<file path="config.mk">
export PLATFORM = sky130hd
export DESIGN_NAME = averaging_overwrite_ring_buffer
export DESIGN_NICKNAME = d
export VERILOG_FILES = /design/src/sv/aorb_pkg.sv /design/src/sv/aorb_datapath.sv /design/src/sv/aorb_control.sv /design/src/sv/averaging_overwrite_ring_buffer.sv
export SDC_FILE = /design/constraint.sdc
export NUM_CORES = 2
export LEC_CHECK = 0
export BUFFER_PORTS_ARGS = -buffer_cell sky130_fd_sc_hd__buf_2
export CELL_PAD_IN_SITES_DETAIL_PLACEMENT = 0
export CELL_PAD_IN_SITES_GLOBAL_PLACEMENT = 1
export CORE_ASPECT_RATIO = 0.7
export CORE_MARGIN = 5
export CORE_UTILIZATION = 45
export DETAILED_ROUTE_END_ITERATION = 12
export PLACE_DENSITY = 0.65
export SYNTH_ARGS = -nofsm -noshare
export SYNTH_HDL_FRONTEND = slang
export SYNTH_HIERARCHICAL = 1
export SYNTH_SLANG_ARGS = --single-unit
export TNS_END_PERCENT = 20
</file>
<file path="constraint.sdc">
create_clock -name clock -period 21.7 [get_ports clock]
set_input_delay 3.255 -clock clock [delete_from_list [all_inputs] [get_ports clock]]
set_output_delay 3.255 -clock clock [all_outputs]
set_load 0.02 [all_outputs]
</file>
<file path="src/sv/aorb_pkg.sv">
package aorb_pkg;

   localparam int DefRingDepth = 10;
   localparam int DefMaxBatch  = 16;

   localparam logic OP_SAMPLE = 1'b0;
   localparam logic OP_POP    = 1'b1;

   typedef struct packed {
      logic        operation;
      logic signed [15:0] temperature;
      logic [15:0] humidity;
      logic [15:0] light;
      logic [15:0] tank_level;
      logic        pump_on;
      logic        lights_on;
      logic        irrigated;
      logic [31:0] sample_time;
      logic        last_in_batch;
   } req_type;

   typedef struct packed {
      logic [31:0] oldest_time;
      logic signed [15:0] oldest_temperature;
      logic [15:0] oldest_humidity;
      logic [15:0] oldest_light;
      logic [15:0] oldest_tank;
      logic        oldest_pump;
      logic        oldest_lights;
      logic        oldest_irrigated;
      logic        oldest_present;
      logic [3:0]  entry_count;
      logic        ring_full;
      logic        stored_now;
   } rsp_type;

   typedef enum logic [2:0] {
      ST_IDLE,
      ST_DIV,
      ST_STORE,
      ST_READ,
      ST_LOAD,
      ST_OUT
   } state_type;

   // Commands from the controller to the datapath.
   typedef struct packed {
      logic accept;
      logic div_start;
      logic div_step;
      logic store;
      logic read;
      logic load_rsp;
   } cmd_type;

   // Status from the datapath to the controller.
   typedef struct packed {
      logic is_pop;
      logic closes_batch;
      logic div_done;
   } sts_type;

endpackage

</file>
<file path="src/sv/aorb_datapath.sv">
module aorb_datapath
   import aorb_pkg::*;
#(
   parameter int RING_DEPTH = DefRingDepth,
   parameter int MAX_BATCH  = DefMaxBatch
) (
   input  logic    clock,
   input  logic    reset,
   input  req_type req_data,
   input  cmd_type cmd,
   output sts_type sts,
   output rsp_type rsp_data
);

   localparam int PW  = $clog2(RING_DEPTH);
   localparam int CW  = $clog2(RING_DEPTH + 1);
   localparam int NW  = $clog2(MAX_BATCH + 1);
   localparam int SW  = 16 + NW;
   localparam int QB  = SW;
   localparam int QCW = $clog2(QB + 1);

   req_type item_ff;
   logic [PW-1:0] wp_ff, wp_in;
   logic [CW-1:0] cnt_ff, cnt_in;
   logic signed [SW:0] tsum_ff, tsum_in;
   logic [SW-1:0] hsum_ff, hsum_in, lsum_ff, lsum_in;
   logic [NW-1:0] bn_ff, bn_in;
   logic stored_ff, stored_in;

   // Divider state: three restoring dividers sharing one step counter.
   logic [SW-1:0] tq_ff, hq_ff, lq_ff;
   logic [NW:0] tr_ff, hr_ff, lr_ff;
   logic tneg_ff;
   logic [QCW-1:0] dcnt_ff;

   logic [31:0] m_time [RING_DEPTH];
   logic [15:0] m_temp [RING_DEPTH];
   logic [15:0] m_hum [RING_DEPTH];
   logic [15:0] m_light [RING_DEPTH];
   logic [15:0] m_tank [RING_DEPTH];
   logic [2:0]  m_flags [RING_DEPTH];

   logic [31:0] rd_time;
   logic [15:0] rd_temp, rd_hum, rd_light, rd_tank;
   logic [2:0]  rd_flags;
   logic [PW-1:0] rd_idx;
   logic [PW:0]  rd_sum;
   rsp_type rsp_ff;

   assign sts.is_pop       = (item_ff.operation == OP_POP);
   assign sts.closes_batch = item_ff.last_in_batch;
   assign sts.div_done     = (dcnt_ff == '0);
   assign rsp_data         = rsp_ff;

   // Capture the accepted beat.
   always_ff @(posedge clock) begin
      if (cmd.accept) begin
         item_ff <= req_data;
      end
   end

   // Accumulate, store and pop.
   always_comb begin
      tsum_in   = tsum_ff;
      hsum_in   = hsum_ff;
      lsum_in   = lsum_ff;
      bn_in     = bn_ff;
      wp_in     = wp_ff;
      cnt_in    = cnt_ff;
      stored_in = stored_ff;
      if (cmd.accept) begin
         stored_in = 1'b0;
         if (req_data.operation == OP_POP) begin
            if (cnt_ff != '0) begin
               cnt_in = cnt_ff - 1'b1;
            end
         end else if (bn_ff < NW'(MAX_BATCH)) begin
            tsum_in = tsum_ff + (SW+1)'(req_data.temperature);
            hsum_in = hsum_ff + SW'(req_data.humidity);
            lsum_in = lsum_ff + SW'(req_data.light);
            bn_in   = bn_ff + 1'b1;
         end
      end
      if (cmd.store) begin
         wp_in     = (wp_ff == PW'(RING_DEPTH - 1)) ? '0 : wp_ff + 1'b1;
         cnt_in    = (cnt_ff == CW'(RING_DEPTH)) ? cnt_ff : cnt_ff + 1'b1;
         tsum_in   = '0;
         hsum_in   = '0;
         lsum_in   = '0;
         bn_in     = '0;
         stored_in = 1'b1;
      end
   end

   always_ff @(posedge clock) begin
      if (reset) begin
         tsum_ff   <= '0;
         hsum_ff   <= '0;
         lsum_ff   <= '0;
         bn_ff     <= '0;
         wp_ff     <= '0;
         cnt_ff    <= '0;
         stored_ff <= 1'b0;
      end else begin
         tsum_ff   <= tsum_in;
         hsum_ff   <= hsum_in;
         lsum_ff   <= lsum_in;
         bn_ff     <= bn_in;
         wp_ff     <= wp_in;
         cnt_ff    <= cnt_in;
         stored_ff <= stored_in;
      end
   end

   // One quotient bit per step for each of the three sums.
   logic [NW:0] tr_sh, hr_sh, lr_sh;
   logic [SW-1:0] tmag;
   assign tmag  = tsum_ff[SW] ? SW'(-tsum_ff) : SW'(tsum_ff);
   assign tr_sh = {tr_ff[NW-1:0], tq_ff[SW-1]};
   assign hr_sh = {hr_ff[NW-1:0], hq_ff[SW-1]};
   assign lr_sh = {lr_ff[NW-1:0], lq_ff[SW-1]};

   always_ff @(posedge clock) begin
      if (reset) begin
         dcnt_ff <= '0;
      end else if (cmd.div_start) begin
         dcnt_ff <= QCW'(QB);
      end else if (cmd.div_step) begin
         dcnt_ff <= dcnt_ff - 1'b1;
      end
   end

   always_ff @(posedge clock) begin
      if (cmd.div_start) begin
         tq_ff   <= tmag;
         hq_ff   <= hsum_ff;
         lq_ff   <= lsum_ff;
         tr_ff   <= '0;
         hr_ff   <= '0;
         lr_ff   <= '0;
         tneg_ff <= tsum_ff[SW];
      end else if (cmd.div_step) begin
         if (tr_sh >= {1'b0, bn_ff}) begin
            tr_ff <= tr_sh - {1'b0, bn_ff};
            tq_ff <= {tq_ff[SW-2:0], 1'b1};
         end else begin
            tr_ff <= tr_sh;
            tq_ff <= {tq_ff[SW-2:0], 1'b0};
         end
         if (hr_sh >= {1'b0, bn_ff}) begin
            hr_ff <= hr_sh - {1'b0, bn_ff};
            hq_ff <= {hq_ff[SW-2:0], 1'b1};
         end else begin
            hr_ff <= hr_sh;
            hq_ff <= {hq_ff[SW-2:0], 1'b0};
         end
         if (lr_sh >= {1'b0, bn_ff}) begin
            lr_ff <= lr_sh - {1'b0, bn_ff};
            lq_ff <= {lq_ff[SW-2:0], 1'b1};
         end else begin
            lr_ff <= lr_sh;
            lq_ff <= {lq_ff[SW-2:0], 1'b0};
         end
      end
   end

   // Ring memory write.
   logic [SW-1:0] tq_signed;
   assign tq_signed = tneg_ff ? -tq_ff : tq_ff;

   always_ff @(posedge clock) begin
      if (cmd.store) begin
         m_time[wp_ff]  <= item_ff.sample_time;
         m_temp[wp_ff]  <= tq_signed[15:0];
         m_hum[wp_ff]   <= hq_ff[15:0];
         m_light[wp_ff] <= lq_ff[15:0];
         m_tank[wp_ff]  <= item_ff.tank_level;
         m_flags[wp_ff] <= {item_ff.irrigated, item_ff.lights_on, item_ff.pump_on};
      end
   end

   // Oldest entry sits cnt_ff places behind the write pointer.
   assign rd_sum = {1'b0, wp_ff} + (PW+1)'(RING_DEPTH) - (PW+1)'(cnt_ff);
   assign rd_idx = (rd_sum >= (PW+1)'(RING_DEPTH)) ? PW'(rd_sum - (PW+1)'(RING_DEPTH))
                                                   : PW'(rd_sum);

   always_ff @(posedge clock) begin
      if (cmd.read) begin
         rd_time  <= m_time[rd_idx];
         rd_temp  <= m_temp[rd_idx];
         rd_hum   <= m_hum[rd_idx];
         rd_light <= m_light[rd_idx];
         rd_tank  <= m_tank[rd_idx];
         rd_flags <= m_flags[rd_idx];
      end
   end

   // Result register.
   always_ff @(posedge clock) begin
      if (cmd.load_rsp) begin
         if (cnt_ff != '0) begin
            rsp_ff.oldest_time        <= rd_time;
            rsp_ff.oldest_temperature <= rd_temp;
            rsp_ff.oldest_humidity    <= rd_hum;
            rsp_ff.oldest_light       <= rd_light;
            rsp_ff.oldest_tank        <= rd_tank;
            rsp_ff.oldest_pump        <= rd_flags[0];
            rsp_ff.oldest_lights      <= rd_flags[1];
            rsp_ff.oldest_irrigated   <= rd_flags[2];
            rsp_ff.oldest_present     <= 1'b1;
         end else begin
            rsp_ff.oldest_time        <= '0;
            rsp_ff.oldest_temperature <= '0;
            rsp_ff.oldest_humidity    <= '0;
            rsp_ff.oldest_light       <= '0;
            rsp_ff.oldest_tank        <= '0;
            rsp_ff.oldest_pump        <= 1'b0;
            rsp_ff.oldest_lights      <= 1'b0;
            rsp_ff.oldest_irrigated   <= 1'b0;
            rsp_ff.oldest_present     <= 1'b0;
         end
         rsp_ff.entry_count <= 4'(cnt_ff);
         rsp_ff.ring_full   <= (cnt_ff == CW'(RING_DEPTH));
         rsp_ff.stored_now  <= stored_ff;
      end
   end

endmodule

</file>
<file path="src/sv/aorb_control.sv">
module aorb_control
   import aorb_pkg::*;
(
   input  logic    clock,
   input  logic    reset,
   input  logic    req_valid,
   output logic    req_stall,
   output logic    rsp_valid,
   input  logic    rsp_stall,
   input  sts_type sts,
   output cmd_type cmd
);

   state_type state_ff, state_in;

   // Next state.
   always_comb begin
      state_in = state_ff;
      unique case (state_ff)
         ST_IDLE: begin
            if (req_valid) begin
               state_in = ST_DIV;
            end
         end
         ST_DIV: begin
            if (sts.is_pop || !sts.closes_batch) begin
               state_in = ST_READ;
            end else begin
               state_in = ST_STORE;
            end
         end
         ST_STORE: begin
            if (sts.div_done) begin
               state_in = ST_READ;
            end
         end
         ST_READ: state_in = ST_LOAD;
         ST_LOAD: state_in = ST_OUT;
         ST_OUT: begin
            if (!rsp_stall) begin
               state_in = ST_IDLE;
            end
         end
         default: state_in = ST_IDLE;
      endcase
   end

   always_ff @(posedge clock) begin
      if (reset) begin
         state_ff <= ST_IDLE;
      end else begin
         state_ff <= state_in;
      end
   end

   // Outputs. ST_DIV starts the divider; ST_STORE steps it, then writes.
   // ST_READ registers the oldest entry, and ST_LOAD moves it into the result.
   always_comb begin
      cmd       = '0;
      req_stall = 1'b1;
      rsp_valid = 1'b0;
      unique case (state_ff)
         ST_IDLE: begin
            req_stall  = 1'b0;
            cmd.accept = req_valid;
         end
         ST_DIV: cmd.div_start = 1'b1;
         ST_STORE: begin
            cmd.div_step = !sts.div_done;
            cmd.store    = sts.div_done;
         end
         ST_READ: begin
            cmd.read = 1'b1;
         end
         ST_LOAD: begin
            cmd.load_rsp = 1'b1;
         end
         ST_OUT: begin
            rsp_valid = 1'b1;
         end
         default: ;
      endcase
   end

endmodule

</file>
<file path="src/sv/averaging_overwrite_ring_buffer.sv">
// A sample or pop passes from accept through ST_DIV, ST_READ and ST_LOAD to the
// result in ST_OUT; a batch-closing sample also steps the bit-serial divider in ST_STORE.
// Items are handled one at a time; the next beat is accepted after the result is taken.
// Reset (synchronous, active high) empties the ring and clears the open batch.
module averaging_overwrite_ring_buffer
   import aorb_pkg::*;
#(
   parameter int RING_DEPTH = DefRingDepth,
   parameter int MAX_BATCH  = DefMaxBatch
) (
   input  logic    clock,
   input  logic    reset,
   input  logic    req_valid,
   output logic    req_stall,
   input  req_type req_data,
   output logic    rsp_valid,
   input  logic    rsp_stall,
   output rsp_type rsp_data
);

   cmd_type cmd;
   sts_type sts;
   logic    rsp_valid_int;

   aorb_control u_control (
      .clock     (clock),
      .reset     (reset),
      .req_valid (req_valid),
      .req_stall (req_stall),
      .rsp_valid (rsp_valid_int),
      .rsp_stall (rsp_stall),
      .sts       (sts),
      .cmd       (cmd)
   );

   aorb_datapath #(
      .RING_DEPTH (RING_DEPTH),
      .MAX_BATCH  (MAX_BATCH)
   ) u_datapath (
      .clock    (clock),
      .reset    (reset),
      .req_data (req_data),
      .cmd      (cmd),
      .sts      (sts),
      .rsp_data (rsp_data)
   );

   assign rsp_valid = rsp_valid_int;

endmodule

</file>
Word level (Yosys, flattened, before mapping). Memory sizes are Yosys's and may differ from the RTL's. A register that Yosys moved wholly into a read port is not among the register bits. Cells that the tools add are included. W data, S select, Z words.

Add/sub/neg operators: 16. $lt $le $gt $ge: 5. Equality and inequality tests: 11. Multiplexer cells: 40. Bitwise gates (word level): 1. Reductions and logical operators: 15.

Operator list (count): $mux W21 (7); $add A21 B16 Y21 (2); $mux W4 (7); $mux W5 (5); $add A22 B16 Y22 (1); $neg A21 Y21 (1); $ge A6 B5 Y1 (3); $pmux W3 S6 (1); $mux W16 (1); $neg A16 Y16 (1); $mux W1 (15); $sub A5 B5 Y5 (3); $mux W3 (3); $add A4 B1 Y4 const B (2); $eq A4 B4 Y1 const B (2); $reduce_bool A2 Y1 (4); $eq A3 B2 Y1 const B (2); $eq A3 B3 Y1 const B (2); $ne A2 B2 Y1 const B (3); $reduce_and A3 Y1 (2); $add A4 B4 Y5 const B (1); $add A5 B1 Y5 const B (1); $ge A5 B4 Y1 const B (1); $logic_not A5 Y1 (1); other kinds (15) (17).

Bits in registers: 324. Bits in writable memories: 990. Memories kept: 6.

Memory list: u_datapath.m_time (depth 10, bits a word 32, read ports 1, clocked after Yosys merged registers in 1, wr ports 1, RTL line aorb_datapath.sv:36) `logic [31:0] m_time [RING_DEPTH];`; u_datapath.m_hum (depth 10, bits a word 16, read ports 1, clocked after Yosys merged registers in 1, wr ports 1, RTL line aorb_datapath.sv:38) `logic [15:0] m_hum [RING_DEPTH];`; u_datapath.m_light (depth 10, bits a word 16, read ports 1, clocked after Yosys merged registers in 1, wr ports 1, RTL line aorb_datapath.sv:39) `logic [15:0] m_light [RING_DEPTH];`; u_datapath.m_tank (depth 10, bits a word 16, read ports 1, clocked after Yosys merged registers in 1, wr ports 1, RTL line aorb_datapath.sv:40) `logic [15:0] m_tank [RING_DEPTH];`; u_datapath.m_temp (depth 10, bits a word 16, read ports 1, clocked after Yosys merged registers in 1, wr ports 1, RTL line aorb_datapath.sv:37) `logic [15:0] m_temp [RING_DEPTH];`; u_datapath.m_flags (depth 10, bits a word 3, read ports 1, clocked after Yosys merged registers in 1, wr ports 1, RTL line aorb_datapath.sv:41) `logic [2:0] m_flags [RING_DEPTH];`.

Longest topological paths before layout.
Depth in word-level cells: 5. Depth in mapped cells: 17.

Cells and area by module. The synthesis kept the hierarchy.

Modules (own cells, without submodules): aorb_datapath (instances 1, cells each 3219, area each 55844.8 um^2); aorb_control (instances 1, cells each 28, area each 250.2 um^2).

Least setup slack after synthesis. OpenSTA, ideal clock, no wires.

Kind: flip-flop to flip-flop. Start point: register u_datapath.dcnt_ff[0]. End point: memory u_datapath.m_flags[0][0], enable pin. Library setup time: 0.800 ns. Arrival: 10.834 ns. Setup slack: 10.066 ns. Stages on the path, launching flop included: 8. Buffers on the path: 1. Cells stage by stage: dfxtp_1 > inv_1 > ha_1 > nor4b_1 > and3_1 > clkbuf_1 > nand2_1 > nor4_1.

RTL lines: start, declared (RTL line aorb_datapath.sv:34) `logic [QCW-1:0] dcnt_ff;`; start signal, assigned (RTL line aorb_datapath.sv:127) `dcnt_ff <= QCW'(QB);`; start signal, assigned (RTL line aorb_datapath.sv:129) `dcnt_ff <= dcnt_ff - 1'b1;`; end, declared (RTL line aorb_datapath.sv:41).

Worst setup path in the final report.
Start point: register u_datapath.wp_ff[1]. End point: register u_datapath.rd_hum[7] (read register of u_datapath.m_hum) (data pin).

Cells in the longest elaborated chain, start to end: 4. Elaborated cells between the ends (all ways): 5. Classes of those cells: add/sub (3); order compare (1); mux (1).

Ends and longest elaborated chain: start, declared (RTL line aorb_datapath.sv:23) `logic [PW-1:0] wp_ff, wp_in;`; start signal, assigned (RTL line aorb_datapath.sv:109) `wp_ff <= wp_in;`; $add A4 B4 Y5 (*) (RTL line aorb_datapath.sv:183) `assign rd_sum = {1'b0, wp_ff} + (PW+1)'(RING_DEPTH) - (PW+1)'(cnt_ff);`; $sub A5 B4 Y5 (*) (RTL line aorb_datapath.sv:183); $sub A4 B4 Y4 or $ge A5 B4 Y1 (tied branches) (RTL line aorb_datapath.sv:184) `assign rd_idx = (rd_sum >= (PW+1)'(RING_DEPTH)) ? PW'(rd_sum - (PW+1)'(RING_DEPTH))`; $mux W4 (*) (RTL line aorb_datapath.sv:184); end, declared (RTL line aorb_datapath.sv:44) `logic [15:0] rd_temp, rd_hum, rd_light, rd_tank;`.

Mark *: on every way between the ends. The rest lies on a longest branch, timed or not. A chain may end at the register's enable or synchronous reset.

==> impl_metrics.toml <==
[status]
status = "finished clean"

[place]
dp_slack_ns = 16.03
dpl.hpwl_um = 66600
port_buffers = 212
globalplace.congestion = 0.779
post-place-cells = 4994

[final_layout]
layout_common_cells = "1312 x edfxtp_1, 212 x buf_2, 200 x nor2_1, 198 x mux4_2, 144 x clkbuf_16"
syn2layout_area_growth_pct = 13.4
final_cell_count_no_fill = 5246
final_common_cell = "edfxtp_1"
drive_above_1_share_pct = 20.6
nNetsFinal = 3680

[power]
power_density_nw_per_um2 = 173
irDropWorstVdd_mv = 0.381
finalPower_mw = 11.0
p_leak_nw = 20.9

[floorplan]
io_pins = 213
die_h_um = 305
start_util_pct = 45.3
die_area_um2 = 132000
die_w_um = 432
coreArea_um2 = 124000
rows = 108

[worst_setup_path]
worstPathArrival_ns = 6.09
cp-start-kind = "flop"
crit_path_max_fanout = 50
required_ns = 22.30
crit_path_end_kind = "flop"
crit_type = "reg -> reg"

[timing]
hold_viol_final = 0
setup-tns-final_ns = 0
timing.slew.headroom_pct = 19.2
setup_violations = 0
slew_violations = 0
finalCriticalPeriod_ns = 5.49
worst_pin_slew_ns = 1.21
fmax_mhz = 182
rsz0062_at_grt = "false"
finalCritPeriodShare_pct = 25.3
whs_ns = 0.439
fin_ws_ns = 16.21
worst_clock_skew_ns = 0.0325

[logic_synthesis]
synth_cells = 3247
synth-edff-count = 1312
syn_area_um2 = 56100
synth_cell_types = 78
ys_seq_area_share_pct = 73.8
synth-main-ff-cell = "edfxtp_1"
yosysWarnings = 6
ys_async_sr_fraction_pct = 0
synth_seq_cells = 1413
synth_nets = 3443
avgSynthCellArea_um2 = 17.3

[grt]
grt.total_usage_pct = 19.4
grt_overflow = 0
grt_pass1_vias = 30000
grt_first_pass_wirelength_um = 193000
antenna_found_initial = 4
grt_max_degree = 145

[route]
firstDrtPassIters = 6
drtIter0Drc = 2424
wl_um = 128000
ant_nets = 0
drc = 0
via_per_inst = 5.58
vias = 29300
routedWlPerCell_um = 24.4

[clocking]
clkTransAtPathRegs_ns = 0.06
cts_root_buf = "clkbuf_16"
post_cts_buffers = 0
clock_path_buffers = 3
numCtsBuffers = 138
cts_tree = "yes"
cts_hold_buf = 0
cts_resized = 0
cts_htree_levels = 4
cts.sinks = 1413
clk_latency_ns = 0.75

[job]
cap_violations = 0

[hold_path]
hold_class = "reg -> reg"
## worst max-delay path, stage by stage, from the launching register on
cell and delay (ns):
dfxtp_1 0.57, inv_1 0.13, ha_1 0.30, inv_1 0.04, ha_1 0.21, fa_1 0.52, inv_1 0.16, ha_1 0.29
nor2b_1 0.09, a21oi_1 0.40, a2bb2oi_4 0.70, buf_4 0.60, buf_4 0.76, o22ai_1 0.25, nor2_1 0.15
## metal layers
layer  up-vias  GRT usage, %  routed length (µm)
met4         0          4.84                2490
li1      13200             -                   -
met1     15100          27.3               56600
met3       177          3.03                5970
met2       709          32.1               62700
met5         -             0                   0
## final timing paths
check / start / end / slack (ns) / cells after the start
worst max-delay path: u_datapath/wp_ff[1]$_SDFFE_PP0P_ / u_datapath/rd_hum[7]$_DFFE_PP_ / 16.21 / 14
worst min-delay path: u_datapath/stored_ff$_SDFFE_PP0N_ / u_datapath/rsp_data[0]$_DFFE_PP_ / 0.44 / 0
worst max register to register: u_datapath/wp_ff[1]$_SDFFE_PP0P_ / u_datapath/rd_hum[7]$_DFFE_PP_ / 16.21 / 14
worst min register to register: u_datapath/stored_ff$_SDFFE_PP0N_ / u_datapath/rsp_data[0]$_DFFE_PP_ / 0.44 / 0
## report_power, final
part	switching (mW)	leakage, nW	internal, mW
Combinational	2.78	5.98	1.80
Clock	0.998	2.17	1.35
Sequential	0.269	12.7	3.81
Total	4.04	20.9	6.96
## state kept, by name, indices dropped and copies added, names as in the netlist, 16 cells and up
register and cells:
u_datapath/rd_hum 16, u_datapath/m_time 320, u_datapath/rsp_data 106, u_datapath/m_flags 30, u_datapath/hq_ff 21, u_datapath/rd_time 32, u_datapath/lsum_ff 21, u_datapath/item_ff 51
u_datapath/tq_ff 21, u_datapath/m_light 160, u_datapath/m_hum 160, u_datapath/hsum_ff 21, u_datapath/m_tank 160, u_datapath/rd_tank 16, u_datapath/m_temp 160, u_datapath/rd_temp 16
u_datapath/tsum_ff 22, u_datapath/lq_ff 21, u_datapath/rd_light 16
## synth_stat cells (8+ instances only)
cell      instances  area share (%)
o22ai_1         101             1.1
edfxtp_1       1312              70
a31oi_1           8           0.089
buf_1            15            0.10
clkbuf_1        116            0.78
mux4_2          198             7.9
xor2_1           41            0.64
mux2_2           47            0.94
fa_1              8            0.29
o211ai_1         11            0.15
nor2b_1         109             1.2
nor2_1          206             1.4
inv_1            60            0.40
o21ai_0          43            0.38
buf_2            21            0.19
nor3_1           31            0.28
nand2b_1         10            0.11
ha_1             83             1.9
a21oi_1         113             1.0
and2_1          100             1.1
nand2_1         136            0.91
a211oi_1        121             1.6
nand4_1           9            0.10
and3_1           11            0.12
dfxtp_1         101             3.6
mux2i_1          19            0.34
a21o_1           17            0.23
nand3_1          27            0.24
or3_1            12            0.13
o31ai_1          11            0.15
xnor2_1          53            0.83
## final cells by class
cell class	count	area, µm²
clock buffer	182	3790
inverter	61	229
sequential	1413	41400
multi-input combinational	1617	14000
timing repair buffer	253	1490
tap	1650	2060
clock inverter	69	634
antenna	1	2.50
fill	9989	60300
## through the flow
step                      cell area (µm²)  utilization, %
after global placement              59200            47.8
after detailed placement            59200            47.8
after CTS                           63600            51.3
after global routing                63600            51.3
final                               63600            51.3
after floorplan                     56100               -
## cells by family (layout without fill, tap and decap cells)
| family | Yosys count | after routing | synth area share [%] |
|---|---|---|---|
| buffers and inverters | 217 | 565 | 1.54 |
| XOR/XNOR | 94 | 94 | 1.47 |
| multiplexers | 264 | 264 | 9.23 |
| adder cells (fa/ha/maj) | 91 | 91 | 2.14 |
| other | 0 | 1 | 0 |
| AND/OR/NAND/NOR | 688 | 688 | 6.15 |
| flip-flops | 1413 | 1413 | 73.8 |
| AO/OA/AOI/OAI | 480 | 480 | 5.63 |
Power figures use the tool's default switching activity.
